File: config.mk
export PLATFORM = sky130hd
export DESIGN_NAME = priority_floor_request_queue
export DESIGN_NICKNAME = d
export VERILOG_FILES = /design/src/rtl/pfrq_pkg.sv /design/src/rtl/priority_floor_request_queue.sv /design/src/rtl/pfrq_mem.sv /design/src/rtl/pfrq_ctrl.sv
export SDC_FILE = /design/constraint.sdc
export NUM_CORES = 1
export LEC_CHECK = 0
export ABC_CLOCK_PERIOD_IN_PS = 7700
export BUFFER_PORTS_ARGS = -buffer_cell sky130_fd_sc_hd__buf_2
export CORE_UTILIZATION = 60
export DETAILED_ROUTE_END_ITERATION = 12
export GPL_TIMING_DRIVEN = 0
export PLACE_DENSITY = 0.77
export SLEW_MARGIN = 40
export SYNTH_ARGS = -nofsm -noshare
export SYNTH_HDL_FRONTEND = slang
export SYNTH_SLANG_ARGS = --single-unit
File: constraint.sdc
create_clock -name i_clk -period 7.7 [get_ports i_clk]
set_input_delay 2.31 -clock i_clk [delete_from_list [all_inputs] [get_ports i_clk]]
set_output_delay 2.31 -clock i_clk [all_outputs]
set_load 0.03 [all_outputs]
File: src/rtl/pfrq_pkg.sv
// Shared types and constants for the priority floor request queue.
// Used by pfrq_mem, pfrq_ctrl and priority_floor_request_queue; no dependencies.
package pfrq_pkg;

    // Default number of queue entries
    localparam int unsigned QUEUE_DEPTH_DEF = 16;

    // Fixed field widths of the command and result words
    localparam int unsigned CAP_W  = 5;
    localparam int unsigned POS_W  = 5;
    localparam int unsigned USER_W = 32;
    localparam int unsigned PRIO_W = 8;
    localparam int unsigned OP_W   = 3;
    localparam int unsigned STAT_W = 2;

    typedef enum logic [OP_W-1:0] {
        OP_ENQ  = 3'd0,
        OP_DEQ  = 3'd1,
        OP_PEEK = 3'd2,
        OP_REM  = 3'd3,
        OP_FIND = 3'd4,
        OP_CLR  = 3'd5
    } t_opcode;

    typedef enum logic [STAT_W-1:0] {
        ST_OK       = 2'd0,
        ST_FULL     = 2'd1,
        ST_EMPTY    = 2'd2,
        ST_NOTFOUND = 2'd3
    } t_status;

    typedef enum logic [1:0] {
        S_IDLE,
        S_INS,
        S_PUT,
        S_FWD
    } t_state;

    // One queue entry as stored in the memory
    typedef struct packed {
        logic [USER_W-1:0] user;
        logic [PRIO_W-1:0] prio;
    } t_entry;

    // One result word
    typedef struct packed {
        t_status           status;
        logic [POS_W-1:0]  position;
        logic [USER_W-1:0] found_user;
        logic [PRIO_W-1:0] found_priority;
        logic [POS_W-1:0]  count;
        logic              at_capacity;
        logic              enabled;
    } t_result;

endpackage

File: src/rtl/priority_floor_request_queue.sv
// Top level of the priority floor request queue: capacity register,
// command sequencer and entry store. Depends on pfrq_pkg, pfrq_ctrl, pfrq_mem.
//
// Usage:
//   Command channel: a command word (i_opcode, i_user_id, i_priority_req) is
//   taken at a clock edge where start is high and busy is low. busy stays high
//   while the command walks the entry store.
//   Result channel: o_valid is high for exactly one cycle with the result word
//   on o_status .. o_enabled. The receiver cannot stall; it must take the word
//   in that cycle. One result comes back for every command.
//   Capacity: written through i_cfg_we / i_cfg_wdata while the block is idle.
// Timing:
//   Clear, unused opcodes, an enqueue into an empty queue and refused or empty
//   commands answer in the cycle after acceptance. Other commands walk the entry
//   store, one entry per cycle, over the single read port of the memory: the
//   result follows the last entry visited (at most the count), and an enqueue
//   that lands at the head adds a write of the head entry. busy falls in the
//   cycle the result is shown, so the next command may be accepted then.
// Reset: i_rst_n (synchronous, low) empties the queue and sets capacity to 0,
//   which disables queueing until capacity is written. The entry store itself
//   is not cleared.
module priority_floor_request_queue
    import pfrq_pkg::*;
#(
    parameter int unsigned QUEUE_DEPTH = QUEUE_DEPTH_DEF
) (
    input  logic              i_clk,
    input  logic              i_rst_n,
    input  logic              start,
    output logic              busy,
    input  logic [OP_W-1:0]   i_opcode,
    input  logic [USER_W-1:0] i_user_id,
    input  logic [PRIO_W-1:0] i_priority_req,
    input  logic              i_cfg_we,
    input  logic [CAP_W-1:0]  i_cfg_wdata,
    output logic              o_valid,
    output logic [STAT_W-1:0] o_status,
    output logic [POS_W-1:0]  o_position,
    output logic [USER_W-1:0] o_found_user,
    output logic [PRIO_W-1:0] o_found_priority,
    output logic [POS_W-1:0]  o_count,
    output logic              o_at_capacity,
    output logic              o_enabled
);

    localparam int unsigned AW = (QUEUE_DEPTH > 1) ? $clog2(QUEUE_DEPTH) : 1;

    logic [CAP_W-1:0] r_capacity;
    logic             w_mem_we;
    logic [AW-1:0]    w_mem_waddr;
    t_entry           w_mem_wdata;
    logic             w_mem_re;
    logic [AW-1:0]    w_mem_raddr;
    t_entry           w_mem_rdata;
    t_result          w_result;

    // Hold the capacity register
    always_ff @(posedge i_clk) begin
        if (!i_rst_n) begin
            r_capacity <= '0;
        end else if (i_cfg_we) begin
            r_capacity <= i_cfg_wdata;
        end
    end

    pfrq_ctrl #(
        .QUEUE_DEPTH (QUEUE_DEPTH),
        .AW          (AW)
    ) u_ctrl (
        .i_clk          (i_clk),
        .i_rst_n        (i_rst_n),
        .i_start        (start),
        .i_opcode       (i_opcode),
        .i_user_id      (i_user_id),
        .i_priority_req (i_priority_req),
        .i_capacity     (r_capacity),
        .o_busy         (busy),
        .o_valid        (o_valid),
        .o_result       (w_result),
        .o_mem_we       (w_mem_we),
        .o_mem_waddr    (w_mem_waddr),
        .o_mem_wdata    (w_mem_wdata),
        .o_mem_re       (w_mem_re),
        .o_mem_raddr    (w_mem_raddr),
        .i_mem_rdata    (w_mem_rdata)
    );

    pfrq_mem #(
        .DEPTH (QUEUE_DEPTH),
        .AW    (AW)
    ) u_mem (
        .i_clk   (i_clk),
        .i_we    (w_mem_we),
        .i_waddr (w_mem_waddr),
        .i_wdata (w_mem_wdata),
        .i_re    (w_mem_re),
        .i_raddr (w_mem_raddr),
        .o_rdata (w_mem_rdata)
    );

    // Unpack the result word
    assign o_status         = w_result.status;
    assign o_position       = w_result.position;
    assign o_found_user     = w_result.found_user;
    assign o_found_priority = w_result.found_priority;
    assign o_count          = w_result.count;
    assign o_at_capacity    = w_result.at_capacity;
    assign o_enabled        = w_result.enabled;

endmodule

File: src/rtl/pfrq_mem.sv
// Entry store of the request queue: one write port, one read port,
// registered read data. Depends on pfrq_pkg for the entry type.
module pfrq_mem
    import pfrq_pkg::*;
#(
    parameter int unsigned DEPTH = QUEUE_DEPTH_DEF,
    parameter int unsigned AW    = (DEPTH > 1) ? $clog2(DEPTH) : 1
) (
    input  logic          i_clk,
    input  logic          i_we,
    input  logic [AW-1:0] i_waddr,
    input  t_entry        i_wdata,
    input  logic          i_re,
    input  logic [AW-1:0] i_raddr,
    output t_entry        o_rdata
);

    t_entry r_mem [DEPTH];
    t_entry r_rdata;

    // Write port
    always_ff @(posedge i_clk) begin
        if (i_we) begin
            r_mem[i_waddr] <= i_wdata;
        end
    end

    // Read port, registered read data
    always_ff @(posedge i_clk) begin
        if (i_re) begin
            r_rdata <= r_mem[i_raddr];
        end
    end

    assign o_rdata = r_rdata;

endmodule

File: src/rtl/pfrq_ctrl.sv
// Command sequencer of the request queue: walks the entry store one entry
// a cycle to insert, remove or find. Depends on pfrq_pkg.
module pfrq_ctrl
    import pfrq_pkg::*;
#(
    parameter int unsigned QUEUE_DEPTH = QUEUE_DEPTH_DEF,
    parameter int unsigned AW = (QUEUE_DEPTH > 1) ? $clog2(QUEUE_DEPTH) : 1
) (
    input  logic              i_clk,
    input  logic              i_rst_n,
    input  logic              i_start,
    input  logic [OP_W-1:0]   i_opcode,
    input  logic [USER_W-1:0] i_user_id,
    input  logic [PRIO_W-1:0] i_priority_req,
    input  logic [CAP_W-1:0]  i_capacity,
    output logic              o_busy,
    output logic              o_valid,
    output t_result           o_result,
    output logic              o_mem_we,
    output logic [AW-1:0]     o_mem_waddr,
    output t_entry            o_mem_wdata,
    output logic              o_mem_re,
    output logic [AW-1:0]     o_mem_raddr,
    input  t_entry            i_mem_rdata
);

    localparam int unsigned CW = $clog2(QUEUE_DEPTH + 1);
    localparam int unsigned MW = (CW > CAP_W) ? CW : CAP_W;

    t_state            r_state, n_state;
    t_opcode           r_op, n_op;
    logic [USER_W-1:0] r_id, n_id;
    logic [PRIO_W-1:0] r_prio, n_prio;
    logic [AW-1:0]     r_idx, n_idx;
    logic [AW-1:0]     r_k, n_k;
    logic              r_hit, n_hit;
    t_entry            r_hent, n_hent;
    logic [CW-1:0]     r_count, n_count;
    logic              r_valid;
    t_result           r_res;

    logic              w_accept;
    t_opcode           w_new_op;
    logic              w_full;
    logic              w_empty;
    logic              w_last;
    logic              w_first_hit;
    logic              w_removes;
    logic              w_ins_here;
    logic              w_fin;
    t_status           w_status;
    logic [CW-1:0]     w_pos;
    t_entry            w_ent;

    // Shared conditions
    assign w_accept    = i_start && (r_state == S_IDLE);
    assign w_new_op    = t_opcode'(i_opcode);
    assign w_empty     = (r_count == '0);
    assign w_full      = (i_capacity == '0) || (MW'(r_count) >= MW'(i_capacity)) ||
                         (r_count >= CW'(QUEUE_DEPTH));
    assign w_last      = (r_idx == AW'(r_count - 1'b1));
    assign w_first_hit = (r_op == OP_DEQ) || (r_op == OP_PEEK) ||
                         (i_mem_rdata.user == r_id);
    assign w_removes   = (r_op == OP_DEQ) || (r_op == OP_REM);
    assign w_ins_here  = (r_prio <= i_mem_rdata.prio);

    // Next state
    always_comb begin
        n_state = r_state;
        case (r_state)
            S_IDLE: begin
                if (w_accept) begin
                    case (w_new_op)
                        OP_ENQ: begin
                            if (!w_full && !w_empty) n_state = S_INS;
                        end
                        OP_DEQ, OP_PEEK, OP_REM, OP_FIND: begin
                            if (!w_empty) n_state = S_FWD;
                        end
                        default: n_state = S_IDLE;
                    endcase
                end
            end
            S_INS: begin
                if (w_ins_here) n_state = S_IDLE;
                else if (r_idx == '0) n_state = S_PUT;
            end
            S_PUT: n_state = S_IDLE;
            S_FWD: begin
                if (!r_hit && w_first_hit && !w_removes) n_state = S_IDLE;
                else if (w_last) n_state = S_IDLE;
            end
            default: n_state = S_IDLE;
        endcase
    end

    // Datapath, memory access and result
    always_comb begin
        n_op        = r_op;
        n_id        = r_id;
        n_prio      = r_prio;
        n_idx       = r_idx;
        n_k         = r_k;
        n_hit       = r_hit;
        n_hent      = r_hent;
        n_count     = r_count;
        w_fin       = 1'b0;
        w_status    = ST_OK;
        w_pos       = '0;
        w_ent       = '0;
        o_mem_we    = 1'b0;
        o_mem_waddr = r_idx;
        o_mem_wdata = i_mem_rdata;
        o_mem_re    = 1'b0;
        o_mem_raddr = '0;
        case (r_state)
            S_IDLE: begin
                if (w_accept) begin
                    n_op   = w_new_op;
                    n_id   = i_user_id;
                    n_prio = i_priority_req;
                    n_idx  = '0;
                    n_hit  = 1'b0;
                    case (w_new_op)
                        OP_ENQ: begin
                            if (w_full) begin
                                w_fin    = 1'b1;
                                w_status = ST_FULL;
                            end else if (w_empty) begin
                                // first entry goes straight to the head
                                o_mem_we    = 1'b1;
                                o_mem_waddr = '0;
                                o_mem_wdata = '{user: i_user_id, prio: i_priority_req};
                                n_count     = CW'(r_count + 1'b1);
                                w_fin       = 1'b1;
                                w_pos       = CW'(1);
                            end else begin
                                // walk from the tail toward the head
                                o_mem_re    = 1'b1;
                                o_mem_raddr = AW'(r_count - 1'b1);
                                n_idx       = AW'(r_count - 1'b1);
                            end
                        end
                        OP_DEQ, OP_PEEK: begin
                            if (w_empty) begin
                                w_fin    = 1'b1;
                                w_status = ST_EMPTY;
                            end else begin
                                o_mem_re = 1'b1;
                            end
                        end
                        OP_REM, OP_FIND: begin
                            if (w_empty) begin
                                w_fin    = 1'b1;
                                w_status = ST_NOTFOUND;
                            end else begin
                                o_mem_re = 1'b1;
                            end
                        end
                        OP_CLR: begin
                            n_count = '0;
                            w_fin   = 1'b1;
                        end
                        default: begin
                            w_fin = 1'b1;
                        end
                    endcase
                end
            end
            S_INS: begin
                o_mem_we    = 1'b1;
                o_mem_waddr = AW'(r_idx + 1'b1);
                if (w_ins_here) begin
                    // new entry lands behind this one
                    o_mem_wdata = '{user: r_id, prio: r_prio};
                    n_count     = CW'(r_count + 1'b1);
                    w_fin       = 1'b1;
                    w_pos       = CW'(CW'(r_idx) + CW'(2));
                end else begin
                    // move this entry one place back
                    o_mem_wdata = i_mem_rdata;
                    if (r_idx != '0) begin
                        o_mem_re    = 1'b1;
                        o_mem_raddr = AW'(r_idx - 1'b1);
                        n_idx       = AW'(r_idx - 1'b1);
                    end
                end
            end
            S_PUT: begin
                o_mem_we    = 1'b1;
                o_mem_waddr = '0;
                o_mem_wdata = '{user: r_id, prio: r_prio};
                n_count     = CW'(r_count + 1'b1);
                w_fin       = 1'b1;
                w_pos       = CW'(1);
            end
            S_FWD: begin
                if (r_hit) begin
                    // close the gap: move this entry one place forward
                    o_mem_we    = 1'b1;
                    o_mem_waddr = AW'(r_idx - 1'b1);
                    o_mem_wdata = i_mem_rdata;
                    if (w_last) begin
                        n_count = CW'(r_count - 1'b1);
                        w_fin   = 1'b1;
                        w_ent   = r_hent;
                        w_pos   = (r_op == OP_DEQ) ? '0 : CW'(CW'(r_k) + CW'(1));
                    end else begin
                        o_mem_re    = 1'b1;
                        o_mem_raddr = AW'(r_idx + 1'b1);
                        n_idx       = AW'(r_idx + 1'b1);
                    end
                end else if (w_first_hit) begin
                    if (!w_removes || w_last) begin
                        // lookup done, or the hit was the tail entry
                        if (w_removes) n_count = CW'(r_count - 1'b1);
                        w_fin = 1'b1;
                        w_ent = i_mem_rdata;
                        w_pos = (r_op == OP_DEQ) ? '0 : CW'(CW'(r_idx) + CW'(1));
                    end else begin
                        n_hit       = 1'b1;
                        n_hent      = i_mem_rdata;
                        n_k         = r_idx;
                        o_mem_re    = 1'b1;
                        o_mem_raddr = AW'(r_idx + 1'b1);
                        n_idx       = AW'(r_idx + 1'b1);
                    end
                end else if (w_last) begin
                    w_fin    = 1'b1;
                    w_status = ST_NOTFOUND;
                end else begin
                    o_mem_re    = 1'b1;
                    o_mem_raddr = AW'(r_idx + 1'b1);
                    n_idx       = AW'(r_idx + 1'b1);
                end
            end
            default: begin
                w_fin = 1'b0;
            end
        endcase
    end

    // Control registers
    always_ff @(posedge i_clk) begin
        if (!i_rst_n) begin
            r_state <= S_IDLE;
            r_count <= '0;
            r_hit   <= 1'b0;
            r_valid <= 1'b0;
        end else begin
            r_state <= n_state;
            r_count <= n_count;
            r_hit   <= n_hit;
            r_valid <= w_fin;
        end
    end

    // Payload registers
    always_ff @(posedge i_clk) begin
        r_op   <= n_op;
        r_id   <= n_id;
        r_prio <= n_prio;
        r_idx  <= n_idx;
        r_k    <= n_k;
        r_hent <= n_hent;
        if (w_fin) begin
            r_res.status         <= w_status;
            r_res.position       <= POS_W'(w_pos);
            r_res.found_user     <= w_ent.user;
            r_res.found_priority <= w_ent.prio;
            r_res.count          <= POS_W'(n_count);
            r_res.at_capacity    <= (MW'(n_count) >= MW'(i_capacity));
            r_res.enabled        <= (i_capacity != '0);
        end
    end

    assign o_busy   = (r_state != S_IDLE);
    assign o_valid  = r_valid;
    assign o_result = r_res;

`ifndef SYNTHESIS
    a_count_bound: assert property (@(posedge i_clk) disable iff (!i_rst_n)
        r_count <= CW'(QUEUE_DEPTH))
        else $error("entry count above queue depth");

    a_no_same_entry: assert property (@(posedge i_clk) disable iff (!i_rst_n)
        (o_mem_we && o_mem_re) |-> (o_mem_waddr != o_mem_raddr))
        else $error("read and write of the same entry in one cycle");

    a_accept_progress: assert property (@(posedge i_clk) disable iff (!i_rst_n)
        w_accept |=> (o_busy || r_valid))
        else $error("accepted command neither running nor answered");

    a_valid_idle: assert property (@(posedge i_clk) disable iff (!i_rst_n)
        r_valid |-> (r_state == S_IDLE))
        else $error("result strobe while a command is still running");

    a_scan_nonempty: assert property (@(posedge i_clk) disable iff (!i_rst_n)
        (r_state == S_FWD || r_state == S_INS) |-> (r_count != '0))
        else $error("entry walk on an empty queue");
`endif

endmodule

# [Yosys cells after proc, flatten, opt, wreduce, memory -nomap -nowiden]
# Memories as Yosys holds them, arrays and structs flattened. A register that Yosys moved wholly into a read port is not among the register bits.
# Index checks and enable logic that the tools add are counted.
[totals] register_bits=159 ramBits=640 in_bits=52 out_inout_bits=56 wordCells=195 memories=1
[op_classes] add_sub_neg=7 n_lt_le_gt_ge=4 eq_ne=21 n_mux=108 n_bitwise=2 n_reduce_logical=33
[memory_table] name="u_mem.r_mem" words=16 word_bits=40 read_ports=1 rd_ports_with_merged_regs=1 wr=1 line_no="pfrq_mem.sv:18" rtl="t_entry r_mem [DEPTH];"
[op_table] operator="$mux 40" count=9
[op_table] operator="$pmux 40 s4" count=1
[op_table] operator="$mux 5" count=19
[op_table] operator="$mux 4" count=22
[op_table] operator="$pmux 5 s4" count=2
[op_table] operator="$eq 32x32->1" count=1
[op_table] operator="$mux 1" count=28
[op_table] operator="$mux 2" count=13
[op_table] operator="$pmux 4 s3" count=2
[op_table] operator="$pmux 4 s4" count=1
[op_table] operator="$eq 3x2->1 const B" count=4
[op_table] operator="$add 4x1->5 const B" count=2
[op_table] operator="$ge 5x5->1" count=2
[op_table] operator="$logic_not 5->1" count=2
[op_table] operator="$pmux 5 s2" count=1
[op_table] operator="$reduce_and 5->1" count=2
[op_table] operator="$le 8x8->1" count=1
[op_table] operator="$pmux 2 s2" count=2
[op_table] operator="$pmux 2 s4" count=1
[op_table] operator="$eq 3x1->1 const B" count=2
[op_table] operator="$eq 3x3->1 const B" count=2
[op_table] operator="$logic_or 1x1->1" count=6
[op_table] operator="$ne 3x1->1 const B" count=2
[op_table] operator="$ne 3x3->1 const B" count=2
[op_table] operator="30 further kinds" count=46

# [Longest topological paths before layout]
[depth] depth_word=9 ltp_mapped=20 mapped_depth_nobuf=18

# [Cells and area by module]
# Synthesis repeated with hierarchy kept, for this count alone.
[hier_totals] cells_unflattened=1794 area_unflattened_um2=34140.2
[by_module_without_submodules] module="pfrq_mem" n_inst=1 cells_each=1040 area_each_um2=25532.0 seq_area_each_um2=20419.6
[by_module_without_submodules] module="pfrq_ctrl" n_inst=1 cells_each=738 area_each_um2=8415.6 seq_area_each_um2=4534.3
[by_module_without_submodules] module="priority_floor_request_queue" n_inst=1 cells_each=16 area_each_um2=192.7 seq_area_each_um2=100.1

# [Worst setup path after synthesis]
# Ideal clock, no wire load.
[synth_timing] path_kind="input to register" start="input port start" end="memory u_mem.r_mem[11][0] (netlist name) (enable)" setup_ps=437 arrival_ps=6200 required_time_ps=7263 path_slack_ps=1062 cell_stages=9 n_path_buf=0 path_cell_list="nand2_1 > clkinv_1 > nand4_1 > nand2_1 > o21ai_0 > nand2_1 > nand2_1 > nand3_1 > nor2_1"
[synth_via] elab_chain_len=5 elab_cells_between_ends=7 cone_classes="mux: 6; reduce/logical: 1"
[synth_rtl] element="from (decl)" line_no="priority_floor_request_queue.sv:29" rtl="input logic start,"
[synth_rtl] element="$logic_and 1x1->1 (*)" line_no="pfrq_ctrl.sv:56" rtl="assign w_accept = i_start && (r_state == S_IDLE);"
[synth_rtl] element="$mux 1" line_no="pfrq_ctrl.sv:118" rtl="if (w_accept) begin"
[synth_rtl] element="$pmux 1 s3" line_no="pfrq_ctrl.sv:116" rtl="case (r_state)"
[synth_rtl] element="$mux 1" line_no="pfrq_mem.sv:23" rtl="if (i_we) begin"
[synth_rtl] element="$mux 1 (implied by the code)" line_no="pfrq_mem.sv:24" rtl="r_mem[i_waddr] <= i_wdata;"
[synth_rtl] element="to (decl)" line_no="pfrq_mem.sv:18"
# Mark *: on every way between the ends. The rest lies on a longest branch, timed or not.

# [Final worst setup path]
[layout_timing] start="input port i_opcode[2]" end="register, netlist name u_mem.o_rdata[22]"
[layout_via] elab_chain_len=5 elab_cells_between_ends=12 cone_classes="eq/ne: 4; mux: 6; reduce/logical: 2"
[layout_rtl] element="from (decl)" line_no="priority_floor_request_queue.sv:31" rtl="input logic [OP_W-1:0] i_opcode,"
[layout_rtl] element="$eq 3x1->1 (tied with other cells)" line_no="pfrq_ctrl.sv:124" rtl="case (w_new_op)"
[layout_rtl] element="$reduce_or 4->1 (no source line)"
[layout_rtl] element="$pmux 1 s2" line_no="pfrq_ctrl.sv:124"
[layout_rtl] element="$mux 1" line_no="pfrq_ctrl.sv:118"
[layout_rtl] element="$pmux 1 s3" line_no="pfrq_ctrl.sv:116"
# Parallel ways exist; a longest one is shown, timed or not.
# A chain may end at the register's enable or synchronous reset.

==> flow_summary.ini <==
[placed_design]
port_buffers = 106
dp_hpwl_um = 71060
place_ws_ps = 1384
placed_cells_incl_taps = 3393
gp_congestion = 0.9813

[clock_tree]
h-tree-depth = 3
postCtsSetupRepairBufs = 0
post_cts_resized = 0
numCtsBuffers = 83
path_clk_slew_ps = 70
cts.path.max_buffers = 3
postCtsHoldBufs = 0
clk_latency_ps = 650
clock-root-buffer = clkbuf_16
cts_num_sinks = 839
cts_tree = done

[layout]
syn_to_final_growth_pct = 15.35
final_cell_mix = 825 x edfxtp_1, 405 x nand2_1, 175 x buf_2, 162 x nand3_1, 99 x a21oi_1
layout-drive-gt1-share_pct = 13.67
fin_cells = 3546
layout_commonest_cell = edfxtp_1
n_fill_cell = 3600
fin_nets = 2808

[yosys]
synth_compound_area_share_pct = 9.415
synth_xor_area_share_pct = 1.329
syn_inst = 2473
synth_edf_count = 825
synthArstFlopShare_pct = 0
syn_avg_cell_area_sq_um = 13.93
synthDistinctLibCells = 72
synth_mux_area_share_pct = 1.601
seq_area_frac_synth_pct = 72.70
syn_area_sq_um = 34460
synthSimpleGateAreaFrac_pct = 10.84
synth_fp_nets = 2558
synth_top_family_by_area = simple AND/OR/NAND/NOR gates
ys.warnings.count = 0
synthAdderAreaFrac_pct = 1.198
synthFlopType = edfxtp_1
synth-seq-cells = 839

[setup_path]
cp-end-kind = register
crit_required_ps = 7930
crit_fanout = 10
crit_type = in -> reg
cp-start-kind = input pin
crit_arrival_ps = 6090

[timing]
hold_viol_final = 0
finClkSkew_ps = 36.77
relSlewSlack_pct = 34.41
setup_viol = 0
period_minus_slack_ps = 5859
layout_setup_ws_ps = 1841
tightest_slew_ps = 983.8
finalMaxSlewViolations = 0
min_period_over_period_pct = 76.09
rsz0062_at_grt = false
max_freq_mhz = 170.7

[drt]
wl_per_cell_um = 28.84
drc = 0
first_pass_iters = 8
num_vias = 24060
viasPerCell = 6.785
drt_iter0_markers = 4155
ant_nets = 0
wl_um = 102300

[die]
die_w_um = 241.7
core_sq_um = 56600
dieArea_sq_um = 58400
row_count = 87
ios = 108
initial_core_util_pct = 60.88
die_h_um = 241.7

[pwr]
ir_drop_mv = 0.2302
power.density_nw_per_um2 = 380.7
p_leak_uw = 0.01403

[grt]
grt_start_max_net_pins = 50
grt_pass1_vias = 22980
globalRouteTotalUtil_pct = 34.68
grt_pass1_wl_um = 148400
antenna_found_initial = 2
grt_remaining_overflow = 0

[flow_run]
maxCapViolCount = 0

[status]
outcome = finished, final reports clean

[min_path]
hold_path.class = reg -> reg
worst max-delay path: stages:
cell and delay [ps]:
buf_2 150, or3_1 430, nor4_1 430, nand3b_1 190, o41a_1 190, nand2_1 190, buf_2 300, buf_2 340
buf_1 670, a21oi_1 80, a221oi_1 390, o2111ai_1 420
cell usage after synthesis (26+ instances only):
library cell	number	area (sq um)
edfxtp_1	825	24770
a222oi_1	39	390.4
inv_1	80	300.3
nor2_1	73	274.0
a22o_1	43	376.6
clkbuf_1	85	319.1
a211oi_1	26	195.2
nand3_1	162	810.8
o21ai_0	29	145.1
nor3_1	57	285.3
a221oi_1	45	394.1
buf_2	61	305.3
nor3b_1	31	232.7
xnor2_1	40	350.3
nand2_1	405	1520
ha_1	33	412.9
a21oi_1	102	510.5
mux2i_1	54	540.5
a31oi_1	34	212.7
registers in the layout, indices dropped and copies added (netlist names):
name	count
u_ctrl.o_result	54
u_ctrl.r_idx	4
u_ctrl.r_hent	40
r_capacity	5
u_mem.o_rdata	40
u_ctrl.r_op	3
u_ctrl.o_valid	1
u_mem.r_mem	640
u_ctrl.r_hit	1
u_ctrl.r_count	5
u_ctrl.r_state	2
u_ctrl.r_id	32
u_ctrl.r_prio	8
u_ctrl.r_k	4
area by class of cell:
class                           count  area, sq um  area share [%]
Tap cell                          756        945.9           2.380
Timing Repair Buffer              165         1556           3.916
Sequential cell                   839        25050           63.03
Clock buffer                      103         2216           5.574
Buffer                            161        690.7           1.737
Antenna cell                        2        5.005         0.01259
Clock inverter                     47        379.1          0.9537
Inverter                           85        324.1          0.8152
Multi-Input combinational cell   1388         8579           21.58
where the power goes:
part	leakage [uW]	internal, uW	total, uW	switching, uW
Sequential	0.00768	6410	6660	245
Clock	0.00128	2190	3900	1710
Combinational	0.00507	1090	4580	3490
worst paths after layout:
kind	from	endpoint	slack (ps)	cells after the start
worst max-delay path	i_opcode[2]	u_mem.o_rdata[22]	1840	12
worst min register to register	u_ctrl.r_idx[3]	u_ctrl.r_k[3]	470	0
worst min-delay path	u_ctrl.r_idx[3]	u_ctrl.r_k[3]	470	0
worst max register to register	u_ctrl.r_count[0]	u_mem.o_rdata[26]	1970	19
kinds of logic after synthesis:
kind of cell,Yosys count
AND/OR/NAND/NOR,820
multiplexers,55
buffers and inverters,246
AO/OA/AOI/OAI,431
flip-flops,839
adder cells (fa/ha/maj),33
XOR/XNOR,49
through the flow:
stage	setup TNS [ps]	util [%]	area [sq um]	total power, uW	hold slack (ps)
floorplan	0	-	34460	9223	420.6
detailed placement	0	65.60	37130	11130	452.5
global placement	-1180840	63.49	35940	10830	449.7
finish	0	70.23	39750	15130	471.5
global route	0	70.22	39750	15510	488.6
CTS	0	70.19	39730	14960	477.9
routing by layer:
| layer | global-route usage, % | up-vias | share of wire, % |
|---|---|---|---|
| li1 | - | 10010 | - |
| met1 | 46.87 | 11650 | 36 |
| met2 | 53.04 | 2057 | 46 |
| met3 | 7.714 | 347 | 13 |
| met4 | 18.43 | 0 | 5.1 |
| met5 | 0 | - | 0 |
Power figures use the tool's default switching activity.
